--- config.mk ---
export PLATFORM = sky130hd
export DESIGN_NAME = llc_frame_header_decoder_core_flat
export DESIGN_NICKNAME = d
export VERILOG_FILES = /design/src/rtl/llchd_pkg.sv /design/src/rtl/llchd_if.sv /design/src/rtl/llc_frame_header_decoder_core.sv /design/src/flat_wrapper.sv
export VERILOG_INCLUDE_DIRS = /design/src /design/src/rtl
export SDC_FILE = /design/constraint.sdc
export NUM_CORES = 1
export LEC_CHECK = 0
export ABC_AREA = 1
export BUFFER_PORTS_ARGS = -buffer_cell sky130_fd_sc_hd__buf_2
export CELL_PAD_IN_SITES_DETAIL_PLACEMENT = 0
export CELL_PAD_IN_SITES_GLOBAL_PLACEMENT = 1
export CORE_ASPECT_RATIO = 1.75
export CORE_MARGIN = 8
export CORE_UTILIZATION = 45
export CTS_CLUSTER_DIAMETER = 80
export DETAILED_ROUTE_END_ITERATION = 6
export GPL_TIMING_DRIVEN = 0
export PLACE_DENSITY = 0.89
export SLEW_MARGIN = 5
export SYNTH_ARGS = -nofsm -noshare
export SYNTH_HDL_FRONTEND = slang
export SYNTH_SLANG_ARGS = --single-unit
--- constraint.sdc ---
create_clock -name clk_i -period 11 [get_ports clk_i]
set_clock_uncertainty 0.15 [all_clocks]
set_input_delay 1.65 -clock clk_i [delete_from_list [all_inputs] [get_ports clk_i]]
set_output_delay 1.65 -clock clk_i [all_outputs]
set_load 0.01 [all_outputs]
--- src/rtl/llc_frame_header_decoder_core_assert.svh ---
// Assertion macros for the LLC header decoder.
// Each macro expects clk_i and rst_ni to be visible where it is used.
`ifndef LLC_FRAME_HEADER_DECODER_CORE_ASSERT_SVH
`define LLC_FRAME_HEADER_DECODER_CORE_ASSERT_SVH

// Same-cycle implication, checked on every rising clock edge outside reset.
`define LLCHD_ASSERT_NOW(lbl, ante, cons) \
  lbl: assert property (@(posedge clk_i) disable iff (!rst_ni) (ante) |-> (cons)) \
    else $error("llchd: same-cycle check failed");

// Next-cycle implication.
`define LLCHD_ASSERT_NEXT(lbl, ante, cons) \
  lbl: assert property (@(posedge clk_i) disable iff (!rst_ni) (ante) |=> (cons)) \
    else $error("llchd: next-cycle check failed");

`endif

--- src/rtl/llchd_pkg.sv ---
package llchd_pkg;

  localparam int unsigned SapTableEntries   = 27;
  localparam int unsigned UframeTableEntries = 17;

  localparam logic [4:0] SAP_NOT_FOUND = 5'(SapTableEntries);
  localparam logic [4:0] UMOD_NONE     = 5'(UframeTableEntries);

  // Byte positions within the header.
  localparam logic [4:0] POS_SRC    = 5'd6;
  localparam logic [4:0] POS_LENGTH = 5'd12;
  localparam logic [4:0] POS_DSAP   = 5'd14;
  localparam logic [4:0] POS_SSAP   = 5'd15;
  localparam logic [4:0] POS_CTRL   = 5'd16;
  localparam logic [4:0] POS_CTRL2  = 5'd17;

  typedef enum logic [1:0] {
    KIND_INFO  = 2'd0,
    KIND_SUPER = 2'd1,
    KIND_UNNUM = 2'd2,
    KIND_TRUNC = 2'd3
  } llchd_kind_e;

  typedef struct packed {
    logic [47:0] dest_mac;
    logic [47:0] src_mac;
    logic [15:0] length_field;
    logic [4:0]  dsap_code;
    logic        dsap_group;
    logic [4:0]  ssap_code;
    logic        ssap_response;
    llchd_kind_e frame_kind;
    logic [6:0]  send_seq;
    logic [6:0]  recv_seq;
    logic        poll_final;
    logic [4:0]  function_code;
  } llchd_report_t;

  localparam logic [7:0] SAP_LIST [SapTableEntries] = '{
    8'h00, 8'h02, 8'h03, 8'h04, 8'h05, 8'h06, 8'h08, 8'h0c, 8'h0e, 8'h18, 8'h42, 8'h4e,
    8'h7e, 8'h80, 8'h86, 8'h8e, 8'h98, 8'hbc, 8'haa, 8'he0, 8'hf0, 8'hf4, 8'hf5, 8'hf8,
    8'hfa, 8'hfe, 8'hff
  };

  // Modifier key is control bits {7,6,5,3,2}.
  localparam logic [4:0] UMOD_LIST [UframeTableEntries] = '{
    5'd16, 5'd27, 5'd3, 5'd11, 5'd7, 5'd15, 5'd1, 5'd8, 5'd12, 5'd3, 5'd8, 5'd1,
    5'd0, 5'd4, 5'd19, 5'd23, 5'd28
  };

  // First exact match wins; failing that, the first match with bit 0 cleared.
  function automatic logic [4:0] sap_find(input logic [7:0] v);
    logic [4:0] code;
    code = SAP_NOT_FOUND;
    for (int i = SapTableEntries - 1; i >= 0; i--) begin
      if (SAP_LIST[i] == {v[7:1], 1'b0}) code = 5'(i);
    end
    for (int i = SapTableEntries - 1; i >= 0; i--) begin
      if (SAP_LIST[i] == v) code = 5'(i);
    end
    return code;
  endfunction

  // The last matching table entry wins.
  function automatic logic [4:0] umod_find(input logic [7:0] c);
    logic [4:0] code;
    logic [4:0] key;
    code = UMOD_NONE;
    key  = {c[7:5], c[3:2]};
    for (int i = 0; i < UframeTableEntries; i++) begin
      if (UMOD_LIST[i] == key) code = 5'(i);
    end
    return code;
  endfunction

endpackage

--- src/rtl/llchd_if.sv ---
interface llchd_in_if;
  logic       valid;
  logic       ready;
  logic [7:0] frame_byte;
  logic       start_of_frame;
  logic       end_of_frame;

  modport source (output valid, frame_byte, start_of_frame, end_of_frame, input ready);
  modport sink   (input valid, frame_byte, start_of_frame, end_of_frame, output ready);
endinterface

interface llchd_out_if;
  logic        valid;
  logic        ready;
  logic [47:0] dest_mac;
  logic [47:0] src_mac;
  logic [15:0] length_field;
  logic [4:0]  dsap_code;
  logic        dsap_group;
  logic [4:0]  ssap_code;
  logic        ssap_response;
  logic [1:0]  frame_kind;
  logic [6:0]  send_seq;
  logic [6:0]  recv_seq;
  logic        poll_final;
  logic [4:0]  function_code;

  modport source (output valid, dest_mac, src_mac, length_field, dsap_code, dsap_group,
                  ssap_code, ssap_response, frame_kind, send_seq, recv_seq, poll_final,
                  function_code, input ready);
  modport sink   (input valid, dest_mac, src_mac, length_field, dsap_code, dsap_group,
                  ssap_code, ssap_response, frame_kind, send_seq, recv_seq, poll_final,
                  function_code, output ready);
endinterface

--- src/rtl/llc_frame_header_decoder_core.sv ---
// LLC header decoder. The in_i channel carries one frame byte per word, with
// start_of_frame on the first byte and end_of_frame on the last. The out_o
// channel carries at most one header report word per frame: MAC addresses,
// length, SAP table indices and the decoded control field.
// A report reaches the output register in the cycle after the byte that
// completes it (control byte 16 for unnumbered frames, byte 17 for information
// and supervisory frames, or an early end_of_frame, reported as truncated).
// Throughput: one byte per cycle while the output register can take a report;
// position counter, field capture and table lookups are all combinational.
// Bytes that arrive after a report and before the next start_of_frame are
// taken and dropped. A start_of_frame always restarts capture.
// Reset puts the decoder idle, waiting for a start_of_frame, with the output
// register empty. When the receiver stalls, the report waits in the output
// register and input words are refused only while that register is full and
// out_o.ready is low.
`include "llc_frame_header_decoder_core_assert.svh"

module llc_frame_header_decoder_core (
  input  logic        clk_i,
  input  logic        rst_ni,
  llchd_in_if.sink    in_i,
  llchd_out_if.source out_o
);

  // Header capture state.
  logic [4:0]  pos_q, pos_d;
  logic        done_q, done_d;
  logic [47:0] dest_q, dest_d;
  logic [47:0] src_q, src_d;
  logic [15:0] len_q, len_d;
  logic [7:0]  dsap_q, dsap_d;
  logic [7:0]  ssap_q, ssap_d;
  logic [7:0]  ctrl_q, ctrl_d;

  // Output register.
  logic                    out_valid_q, out_valid_d;
  llchd_pkg::llchd_report_t rep_q, rep_d;

  logic in_fire;
  logic emit;

  // A new byte is taken whenever the output register is free or being emptied.
  assign in_i.ready = !out_valid_q || out_o.ready;
  assign in_fire    = in_i.valid && in_i.ready;

  always_comb begin
    logic [4:0] p;
    logic [7:0] b;
    pos_d  = pos_q;
    done_d = done_q;
    dest_d = dest_q;
    src_d  = src_q;
    len_d  = len_q;
    dsap_d = dsap_q;
    ssap_d = ssap_q;
    ctrl_d = ctrl_q;
    rep_d  = rep_q;
    emit   = 1'b0;
    p      = '0;
    b      = in_i.frame_byte;

    if (in_fire) begin
      // A start of frame wipes the capture; it does not touch the output register.
      if (in_i.start_of_frame) begin
        pos_d  = '0;
        done_d = 1'b0;
        dest_d = '0;
        src_d  = '0;
        len_d  = '0;
        dsap_d = '0;
        ssap_d = '0;
        ctrl_d = '0;
      end

      if (!done_d) begin
        p = pos_d;
        priority if (p < llchd_pkg::POS_SRC) begin
          dest_d = {dest_d[39:0], b};
        end else if (p < llchd_pkg::POS_LENGTH) begin
          src_d = {src_d[39:0], b};
        end else if (p < llchd_pkg::POS_DSAP) begin
          len_d = {len_d[7:0], b};
        end else if (p == llchd_pkg::POS_DSAP) begin
          dsap_d = b;
        end else if (p == llchd_pkg::POS_SSAP) begin
          ssap_d = b;
        end else if (p == llchd_pkg::POS_CTRL) begin
          ctrl_d = b;
        end else begin
          // Second control byte is used directly, not stored.
        end
        if (p < llchd_pkg::POS_CTRL2) pos_d = p + 5'd1;

        rep_d.send_seq      = '0;
        rep_d.recv_seq      = '0;
        rep_d.poll_final    = 1'b0;
        rep_d.function_code = '0;
        rep_d.frame_kind    = llchd_pkg::KIND_TRUNC;

        priority if (p == llchd_pkg::POS_CTRL && b[1:0] == 2'b11) begin
          emit                = 1'b1;
          rep_d.frame_kind    = llchd_pkg::KIND_UNNUM;
          rep_d.poll_final    = b[4];
          rep_d.function_code = llchd_pkg::umod_find(b);
        end else if (p >= llchd_pkg::POS_CTRL2) begin
          emit = 1'b1;
          if (!ctrl_d[0]) begin
            rep_d.frame_kind = llchd_pkg::KIND_INFO;
            rep_d.send_seq   = ctrl_d[7:1];
          end else begin
            rep_d.frame_kind    = llchd_pkg::KIND_SUPER;
            rep_d.function_code = {3'b000, ctrl_d[3:2]};
          end
          rep_d.recv_seq   = b[7:1];
          rep_d.poll_final = b[0];
        end else if (in_i.end_of_frame) begin
          emit = 1'b1;
        end else begin
          emit = 1'b0;
        end

        if (emit) begin
          done_d             = 1'b1;
          rep_d.dest_mac     = dest_d;
          rep_d.src_mac      = src_d;
          rep_d.length_field = len_d;
          if (p >= llchd_pkg::POS_DSAP) begin
            rep_d.dsap_code  = llchd_pkg::sap_find(dsap_d);
            rep_d.dsap_group = dsap_d[0];
          end else begin
            rep_d.dsap_code  = llchd_pkg::SAP_NOT_FOUND;
            rep_d.dsap_group = 1'b0;
          end
          if (p >= llchd_pkg::POS_SSAP) begin
            rep_d.ssap_code     = llchd_pkg::sap_find(ssap_d);
            rep_d.ssap_response = ssap_d[0];
          end else begin
            rep_d.ssap_code     = llchd_pkg::SAP_NOT_FOUND;
            rep_d.ssap_response = 1'b0;
          end
        end else begin
          rep_d = rep_q;
        end
      end
    end

    out_valid_d = emit || (out_valid_q && !out_o.ready);
  end

  always_ff @(posedge clk_i or negedge rst_ni) begin
    if (!rst_ni) begin
      pos_q       <= '0;
      done_q      <= 1'b1;
      dest_q      <= '0;
      src_q       <= '0;
      len_q       <= '0;
      dsap_q      <= '0;
      ssap_q      <= '0;
      ctrl_q      <= '0;
      out_valid_q <= 1'b0;
    end else begin
      pos_q       <= pos_d;
      done_q      <= done_d;
      dest_q      <= dest_d;
      src_q       <= src_d;
      len_q       <= len_d;
      dsap_q      <= dsap_d;
      ssap_q      <= ssap_d;
      ctrl_q      <= ctrl_d;
      out_valid_q <= out_valid_d;
    end
  end

  // The report register needs no reset; it is only read while valid.
  always_ff @(posedge clk_i) begin
    rep_q <= rep_d;
  end

  assign out_o.valid         = out_valid_q;
  assign out_o.dest_mac      = rep_q.dest_mac;
  assign out_o.src_mac       = rep_q.src_mac;
  assign out_o.length_field  = rep_q.length_field;
  assign out_o.dsap_code     = rep_q.dsap_code;
  assign out_o.dsap_group    = rep_q.dsap_group;
  assign out_o.ssap_code     = rep_q.ssap_code;
  assign out_o.ssap_response = rep_q.ssap_response;
  assign out_o.frame_kind    = rep_q.frame_kind;
  assign out_o.send_seq      = rep_q.send_seq;
  assign out_o.recv_seq      = rep_q.recv_seq;
  assign out_o.poll_final    = rep_q.poll_final;
  assign out_o.function_code = rep_q.function_code;

  // The position counter never runs past the second control byte.
  `LLCHD_ASSERT_NOW(a_pos_bound, 1'b1, pos_q <= llchd_pkg::POS_CTRL2)
  // Every report closes its frame: the decoder goes idle with a full output register.
  `LLCHD_ASSERT_NEXT(a_emit_idle, emit, done_q && out_valid_q)
  // A truncated report never carries control field contents.
  `LLCHD_ASSERT_NOW(a_trunc_clean,
                    out_valid_q && rep_q.frame_kind == llchd_pkg::KIND_TRUNC,
                    rep_q.send_seq == '0 && rep_q.recv_seq == '0 && !rep_q.poll_final)

endmodule

--- src/flat_wrapper.sv ---
// flat-port wrapper written by rule: the top's interface ports become plain ports
module llc_frame_header_decoder_core_flat 
  (clk_i, rst_ni, in_i_valid, in_i_frame_byte, in_i_start_of_frame, in_i_end_of_frame, in_i_ready, out_o_valid, out_o_dest_mac, out_o_src_mac, out_o_length_field, out_o_dsap_code, out_o_dsap_group, out_o_ssap_code, out_o_ssap_response, out_o_frame_kind, out_o_send_seq, out_o_recv_seq, out_o_poll_final, out_o_function_code, out_o_ready);
  llchd_in_if in_i_i ();
  llchd_out_if out_o_i ();
  input  logic clk_i;
  input  logic rst_ni;
  input wire logic [$bits(in_i_i.valid)-1:0] in_i_valid;
  input wire logic [$bits(in_i_i.frame_byte)-1:0] in_i_frame_byte;
  input wire logic [$bits(in_i_i.start_of_frame)-1:0] in_i_start_of_frame;
  input wire logic [$bits(in_i_i.end_of_frame)-1:0] in_i_end_of_frame;
  output wire logic [$bits(in_i_i.ready)-1:0] in_i_ready;
  output wire logic [$bits(out_o_i.valid)-1:0] out_o_valid;
  output wire logic [$bits(out_o_i.dest_mac)-1:0] out_o_dest_mac;
  output wire logic [$bits(out_o_i.src_mac)-1:0] out_o_src_mac;
  output wire logic [$bits(out_o_i.length_field)-1:0] out_o_length_field;
  output wire logic [$bits(out_o_i.dsap_code)-1:0] out_o_dsap_code;
  output wire logic [$bits(out_o_i.dsap_group)-1:0] out_o_dsap_group;
  output wire logic [$bits(out_o_i.ssap_code)-1:0] out_o_ssap_code;
  output wire logic [$bits(out_o_i.ssap_response)-1:0] out_o_ssap_response;
  output wire logic [$bits(out_o_i.frame_kind)-1:0] out_o_frame_kind;
  output wire logic [$bits(out_o_i.send_seq)-1:0] out_o_send_seq;
  output wire logic [$bits(out_o_i.recv_seq)-1:0] out_o_recv_seq;
  output wire logic [$bits(out_o_i.poll_final)-1:0] out_o_poll_final;
  output wire logic [$bits(out_o_i.function_code)-1:0] out_o_function_code;
  input wire logic [$bits(out_o_i.ready)-1:0] out_o_ready;
  assign in_i_i.valid = in_i_valid;
  assign in_i_i.frame_byte = in_i_frame_byte;
  assign in_i_i.start_of_frame = in_i_start_of_frame;
  assign in_i_i.end_of_frame = in_i_end_of_frame;
  assign in_i_ready = in_i_i.ready;
  assign out_o_valid = out_o_i.valid;
  assign out_o_dest_mac = out_o_i.dest_mac;
  assign out_o_src_mac = out_o_i.src_mac;
  assign out_o_length_field = out_o_i.length_field;
  assign out_o_dsap_code = out_o_i.dsap_code;
  assign out_o_dsap_group = out_o_i.dsap_group;
  assign out_o_ssap_code = out_o_i.ssap_code;
  assign out_o_ssap_response = out_o_i.ssap_response;
  assign out_o_frame_kind = out_o_i.frame_kind;
  assign out_o_send_seq = out_o_i.send_seq;
  assign out_o_recv_seq = out_o_i.recv_seq;
  assign out_o_poll_final = out_o_i.poll_final;
  assign out_o_function_code = out_o_i.function_code;
  assign out_o_i.ready = out_o_ready;
  llc_frame_header_decoder_core u_core (.clk_i(clk_i), .rst_ni(rst_ni), .in_i(in_i_i), .out_o(out_o_i));
endmodule
==> results of run 1 <==
-- placed cells by master, fill, tap and decap left out, types with 2 or more instances in the layout --
cell type	netlist	final
nor3_2	2	2
edfxtp_1	146	146
nor2_4	1	2
nand4_1	16	16
buf_1	12	12
inv_6	0	4
buf_12	0	3
clkinv_2	0	3
o21ai_4	3	3
clkinv_4	0	4
ha_1	4	4
a2111oi_0	2	2
nor2_2	2	2
a31oi_1	6	6
o31ai_1	76	76
buf_4	3	3
nor3_1	15	15
nand3_1	113	113
buf_2	13	173
o21ai_1	3	3
inv_2	8	8
clkbuf_16	0	28
dfrtp_1	142	142
inv_1	162	162
nand2_1	330	330
nor2_1	112	111
o21ai_2	6	6
a21oi_1	30	30
nand2_2	8	8
nand2_4	3	3
o22ai_1	4	4
clkbuf_1	52	55
o21ai_0	150	150
nor4_1	8	8
o21a_1	2	2
clkbuf_8	0	2
buf_16	0	3
-- layout make-up --
cell class              instances  area, um2  share of cell area, %
flip-flops and latches        289       7960                   50.6
multi-input cells             911       4470                   28.4
repair buffers                167        958                   6.09
clock buffers                  33        739                   4.70
inverters                     171        644                   4.10
well taps                     382        478                   3.04
plain buffers                  81        339                   2.16
clock inverters                15        138                  0.875
-- routing by layer --
metal  wire length, um  vias to the layer above
li1                  -                     5297
met1             13700                     5316
met2             20900                      396
met3              2170                      104
met4              1950                        0
met5                 0                        -
-- where the power goes --
group	switching, mW	internal, mW	total, mW
combinational	0.425	0.165	0.590
clock	0.425	0.510	0.935
sequential	0.0634	1.31	1.37
total	0.913	1.99	2.90
-- flip-flops by register name, summed over array words and instances, names as in the netlist, 7 cells and up --
register                   count
u_core.dest_q                 48
u_core.out_o.dest_mac         48
u_core.out_o.src_mac          48
u_core.src_q                  48
u_core.len_q                  16
u_core.out_o.length_field     16
u_core.ctrl_q                  8
u_core.dsap_q                  8
u_core.ssap_q                  8
u_core.out_o.recv_seq          7
u_core.out_o.send_seq          7
-- tightest hold or removal path: stages (launching register included) --
cell     delay [ps]
dfrtp_1         350
nand2_1          50
nand2_1          50
-- stage by stage --
step           area (um2)  TNS, ps  util, %  cells
2_1_floorplan       13400        0        -   1452
3_3_place_gp        14700  -197690     50.0   1995
3_5_place_dp        14900        0     50.5   2001
4_1_cts             15700        0     53.5   2049
5_1_grt             15700        0     53.5   2049
6_report            15700        0     53.5   2049
-- kinds of logic (layout without fill, tap and decap cells) --
| kind of cell | count (synthesis) | after routing | synth area share, % |
|---|---|---|---|
| adders and majority gates | 4 | 4 | 0.373 |
| xor gates and xnor gates | 2 | 2 | 0.131 |
| DFF | 289 | 289 | 59.4 |
| and+or+nand+nor | 617 | 617 | 19.8 |
| AOI/OAI and AO/OA | 288 | 288 | 13.0 |
| buffers and inverters | 252 | 467 | 7.33 |
-- final timing paths --
kind | from | to | cells past startpoint
worst max-delay path | in_i_start_of_frame | u_core.out_o.ssap_code[1]$_SDFFCE_PN1P_ | 21
worst min-delay path | u_core.len_q[8]$_DFFE_PN0P_ | u_core.len_q[8]$_DFFE_PN0P_ | 2
worst max register to register | u_core.pos_q[1]$_DFFE_PN0P_ | u_core.out_o.ssap_code[1]$_SDFFCE_PN1P_ | 18
worst min register to register | u_core.len_q[8]$_DFFE_PN0P_ | u_core.len_q[8]$_DFFE_PN0P_ | 2
max in group asynchronous | rst_ni | u_core.dest_q[6]$_DFFE_PN0P_ | 2
min in group asynchronous | rst_ni | u_core.src_q[21]$_DFFE_PN0P_ | 1
==> results.md, run 1 <==
* Status: complete, no violations
* H-tree levels at 1
* Detailed placer's ending HPWL at between 20,000 and 30,000 um
* Die X at 146 um
* Largest net degree at the start of global routing at 76
* Worst endpoint required time at 11,140 ps
* Crit-path cells: buf_2, inv_4, buf_2, buf_2, nand2_1, nor2_1, inv_1, nor2_1, ha_1, clkbuf_1, nand4_1, nand2_1, nand2_1, nor2_2, nand2_1, o31ai_1, nor2_1, nand4_1, nand3_1, nand2_1, nand3_1
* Final WS setup at between 6000 and 7000 ps
* Clock tree root buffer cell: clkbuf_16
* Met1 usage in global routing at a little over a fifth
* Period utilization at 44.5%
* Vias in the first global route at around 11,000
* Power, Total at 2.90 mW
* Die height at 244 um
* Worst Path Arrival at between 5000 and 6000 ps
* DR pass1 iterations at 5
* Leakage power at 6.65 nW
* Routed vias at approximately 11,000
* Mapped Nets at roughly 1,500
* CTS tree: yes
* Max Slew Vio Count at 0
* Crit Path Category: primary input to flop
* Power density cells at ~180 nW/um2
* Top cell by count, worst path: nand2_1
* Post-synth top cells: nand2_1, inv_1, o21ai_0
* Worst-Margin Slew at between 600 and 700 ps
* Warnings, synthesis at 0
* Area grow syn2layout at 17.3%
* Initial drt markers at between 700 and 800
* # nets final at 1,665
* Worst hold path type: flop to flop
* Post-synth top area cell: edfxtp_1
* Post-layout min period at 4890 ps
* Diodes inserted at 0
* Final setup viols at 0
* FFs w/ async S/R, synth at a little under 50%
* GP Congestion at 0.947
* Layout cells sized above 1 at 16.2%
* CTS clock-pin slew for the worst setup and hold paths at around 70 ps
* Crit path largest cell delay at 390 ps
* Core ar. at approximately 29,000 um2
* Hold buffer count at CTS at 0
* Top_reg_cell synth: edfxtp_1
* Synth Cell Area at roughly 13,000 um2
* Worst path bufs/invs at 6
* Family with the most delay on the worst path: simple AND/OR/NAND/NOR gates
* FMAX at approximately 200 MHz
* Bufs on Longest Clock Path at 3
* Synth area leaders: edfxtp_1, dfrtp_1, nand2_1, o21ai_0, inv_1
* Global-route wire length before repair at between 60,000 and 70,000 um
* Max-slew headroom at a little over half
* Final ANT Viol Nets at 0
* Total CTS buffers at 26
* Via density at between 5 and 6
* Die Area at ~36,000 um2
* Initial Utilization at around 46%
* Met2 Use GR at about two fifths
* Place WS at 5600 ps
* Initial antenna violation count at 0
* Post-CTS setup buffers at 0
* Routed len/inst at 18.9 um
* Startpoint types: primary input
* Post-synth EDFFs at between 100 and 150
* Sequential share of the synthesized area at around three fifths
* Worst-Skew Late Latency at around 540 ps
* All-Layer GR Usage at 21.2%
* RSZ-0062 raised after global routing: no
* Grt ovf at 0
* Mapped Cells at approximately 1,500
* Final WL at approximately 39,000 um
* Syn avg cell area at 9.24 um2
* Synth Register Bits at 289
* Port buffer count at roughly 160
* Yosys top cell area share at approximately 33%
* Hold Fails Final Rpt at 0
* MaxCap Viol Count at 0
* GRT Max-Usage Layer: met2
* Number of filler cells placed in the layout at approximately 2,600
* R2R Setup Slk at 7440 ps
* Post-CTS Resized at 0
* Cell variety after synth at 48
* Met3 usage at roughly 3.3%
* # IOs at between 150 and 200
* Max VDD drop at roughly 0.00011 V
* DR DRC count at 0
* Num Clock Sinks at ~290
* Fin Hold WS at approximately 330 ps
* Count leader, synth: nand2_1
* CP Capture Type: flop
* Worst path slowest cell: clkbuf_1
* Num rows at 83
* Crit Path Max Fanout at 10
Note: power is estimated with default switching activity, not from simulation.
==> run 2, diff against run 1 <==
--- a/config.mk
+++ b/config.mk
@@ -6,7 +6,7 @@
 export SDC_FILE = /design/constraint.sdc
 export NUM_CORES = 1
 export LEC_CHECK = 0
-export ABC_AREA = 1
+export ABC_AREA = 0
 export BUFFER_PORTS_ARGS = -buffer_cell sky130_fd_sc_hd__buf_2
 export CELL_PAD_IN_SITES_DETAIL_PLACEMENT = 0
 export CELL_PAD_IN_SITES_GLOBAL_PLACEMENT = 1
==> constraint.sdc (replaced) <==
create_clock -name clk_i -period 4.8 [get_ports clk_i]
set_clock_uncertainty 0.15 [all_clocks]
set_input_delay 0.72 -clock clk_i [delete_from_list [all_inputs] [get_ports clk_i]]
set_output_delay 0.72 -clock clk_i [all_outputs]
set_load 0.01 [all_outputs]
==> results.md, run 2 <==
* Leakage power at 6.78 nW (+2.1%)
* Period utilization at slightly above 90%
* Fin Hold WS at 324 ps (-10.4 ps)
* Initial antenna violation count at 0 (unchanged)
* DR DRC count at 0 (unchanged)
* Cell depth of the worst flop-to-flop path at 12 (-6)
* Sequential share of the synthesized area at 58.1% (-1.2 points)
* Synth Cell Area at 13,700 um2 (+2.1%)
* Final ANT Viol Nets at 0 (unchanged)
* CP Capture Type: flop
* MaxCap Viol Count at 0 (unchanged)
* Vias in the first global route at 11,300 (+0.67%)
* Post-synth EDFFs at 146 (unchanged)
* GP Congestion at 0.947 (about the same)
* Commonest non-fill, non-tap cell in the layout: nand2_1
* Top_reg_cell synth: edfxtp_1
* Power, Total at 6.53 mW (+130%)
* Largest net degree at the start of global routing at 91 (+20%)
* Num Clock Sinks at 289 (unchanged)
* Place WS at -464 ps (-6070 ps)
* Die Area at 36,500 um2 (+1.9%)
* H-tree levels at 1 (unchanged)
* Post-layout min period at between 4000 and 5000 ps
* Power density cells at 408 nW/um2 (+120%)
* Hold_sp: u_core.dest_q[46]$_DFFE_PN0P_
* Fin cells at 2,043 (-0.29%)
* Most frequent cells in the layout: nand2_1, buf_2, edfxtp_1, dfrtp_1, a21oi_1
* Dpl cell area at 15,100 um2 (+1.9%)
* Worst endpoint required time at 4930 ps (-6210 ps)
* CTS clock-pin slew for the worst setup and hold paths at 60 ps (about the same)
* Post-synth top cells: nand2_1, edfxtp_1, dfrtp_1
* Worst Path Arrival at 4520 ps (-510 ps)
* Hold Path Depth at 2 (unchanged)
* Post-CTS setup buffers at 0 (unchanged)
* R2R Setup Slk at 770 ps (-6670 ps)
* Num rows at 84 (+1.2%)
* Post-CTS Resized at 0 (unchanged)
* Clock tree root buffer cell: clkbuf_16
* Synth Register Bits at 289 (unchanged)
* Max-slew headroom at 18.9% (-35 points)
* Mapped Nets at 1,462 (-0.54%)
* Initial Utilization at 45.6% (-0.067 points)
* Bufs on Longest Clock Path at 3 (unchanged)
* # IOs at 162 (unchanged)
* Routed len/inst at 19.9 um (+5.1%)
* R2r endpoint: u_core.out_o.ssap_code[2]$_SDFFCE_PP0P_
* Worst hold path type: flop to flop
* Hold Fails Final Rpt at 0 (unchanged)
* Layout cells sized above 1 at 16.4% (+0.17 points)
* Final setup viols at 0 (unchanged)
* Routed vias at 11,300 (+2.1%)
* # nets final at 1,655 (-0.60%)
* Final non-filler cell area at 16,000 um2 (+1.9%)
* Count leader, synth: nand2_1
* Yosys top cell area share at 32.0% (-0.68 points)
* CTS tree: yes
* Max Slew Vio Count at 0 (unchanged)
* Number of filler cells placed in the layout at 2,804 (+6.7%)
* Area grow syn2layout at 17.1%
* Crit Path Max Fanout at 19 (+9)
* Mapped Cells at 1,444 (-0.55%)
* Register area at 7960 um2 (unchanged)
* Syn avg cell area at 9.48 um2 (+2.7%)
* RSZ-0062 raised after global routing: no
* Critical R2R Launch: u_core.pos_q[2]$_DFFE_PN0P_
* Final WS setup at 410 ps (-5700 ps)
* Core ar. at 30,100 um2 (+2.3%)
* Area of the multi-input gates at 5290 um2 (+18%)
* Worst-Margin Slew at 1200 ps (+519 ps)
* DR pass1 iterations at 5 (unchanged)
* Synth area leaders: edfxtp_1, dfrtp_1, nand2_1, a21oi_1, o21ai_0
* Diodes inserted at 0 (unchanged)
* FFs w/ async S/R, synth at 49.5% (unchanged)
* Die X at 148 um (+0.94%)
* Warnings, synthesis at 0 (unchanged)
* Status: complete, no violations
* Total CTS buffers at 27 (+3.8%)
* Worst-Skew Late Latency at 550 ps (about the same)
* Grt ovf at 0 (unchanged)
* Die height at 247 um (+0.99%)
* All-Layer GR Usage at 22.0% (+0.86 points)
* Initial drt markers at 698 (-10%)
* Hold Path Sink: u_core.dest_q[46]$_DFFE_PN0P_
* Detailed placer's ending HPWL at 30,300 um (+3.7%)
* FMAX at ~230 MHz
* Via density at 5.55 (+2.4%)
* Startpoint types: primary input
* Port buffer count at 158 (-1.9%)
* Crit Path Category: primary input to flop
* Post-synth top area cell: edfxtp_1
* Placed cell count at 1,995 (-0.30%)
* Max VDD drop at 0.000306 V (+190%)
* Global-route wire length before repair at 63,200 um (+4.7%)
* Final WL at 40,600 um (+4.8%)
* Cell variety after synth at 82 (+71%)
-- run 2: changes by cell type in the layout (fill, tap and decap cells not counted), moves of 74 or more --
cell,delta
a21oi_1,+94
nand3_1,-86
inv_1,-152
o31ai_1,-74
nand2_1,+206
o21ai_0,-89
-- run 2: through the flow --
| step | util [%] | TNS, ps |
|---|---|---|
| finish | 53.3 | 0 |
| detailed placement | 50.4 | -2190 |
| global placement | 49.9 | -188700 |
| floorplan | - | 0 |
| global route | 53.3 | 0 |
| CTS | 53.3 | 0 |
-- run 2: layer usage --
| layer | vias to the layer above | part of all wire [%] | track usage, % |
|---|---|---|---|
| met2 | 387 | 53 | 40.6 |
| li1 | 5363 | - | - |
| met5 | - | 0 | 0 |
| met1 | 5480 | 37 | 23.7 |
| met3 | 111 | 4.5 | 2.64 |
| met4 | 0 | 5.6 | 13.1 |
-- run 2: layout make-up --
type	instances	area share, %
Timing Repair Buffer	165	5.90
Tap cell	387	3.02
Clock buffer	38	4.85
Buffer	95	2.68
Sequential cell	289	49.7
Multi-Input combinational cell	1049	33.0
Inverter	10	0.234
Clock inverter	10	0.671
-- run 2: worst max-delay path by stage --
stage                   startpoint                                      end  slack, ps
2_1_floorplan  in_i_start_of_frame       u_core.out_o.dest_mac[0]$_DFFE_PP_         10
3_3_place_gp   in_i_start_of_frame      u_core.out_o.dest_mac[34]$_DFFE_PP_      -1310
5_1_grt        in_i_start_of_frame  u_core.out_o.ssap_code[0]$_SDFFCE_PN1P_        200
4_1_cts        in_i_start_of_frame  u_core.out_o.ssap_code[4]$_SDFFCE_PN1P_         60
3_5_place_dp   in_i_start_of_frame  u_core.out_o.ssap_code[2]$_SDFFCE_PP0P_       -460
6_report       in_i_start_of_frame  u_core.out_o.ssap_code[2]$_SDFFCE_PP0P_        410
-- run 2: worst max-delay path, cell delays in order --
cell     delay, ps
buf_2          180
buf_6          180
buf_4          230
buf_4          230
nor2b_1        160
ha_1           210
nor3b_1        250
ha_1           370
nor3b_4        410
buf_4          270
a22o_1         290
nor2_1         170
nand2_1         90
o21ai_1         60
a211o_1        320
o311a_1        350
-- run 2: logic make-up (layout without fill, tap and decap cells) --
logic type	after synthesis	after routing	share of synthesized area [%]
buffers and inverters	106	318	3.33
adder cells (fa/ha/maj)	4	4	0.365
XOR/XNOR	3	3	0.192
AO/OA/AOI/OAI	281	281	13.0
multiplexers	31	31	2.78
AND/OR/NAND/NOR	730	730	22.2
flip-flops	289	289	58.1
-- run 2: timing repair --
item	4_1_cts	5_1_grt
endpoints found under the setup margin	0	5
hold endpoints to repair	53	0
hold buffers	1	0
-- run 2: power breakdown --
group          switching, mW  internal [mW]
sequential             0.173           2.95
clock                  0.921           1.24
combinational          0.871          0.385
total                   1.97           4.57
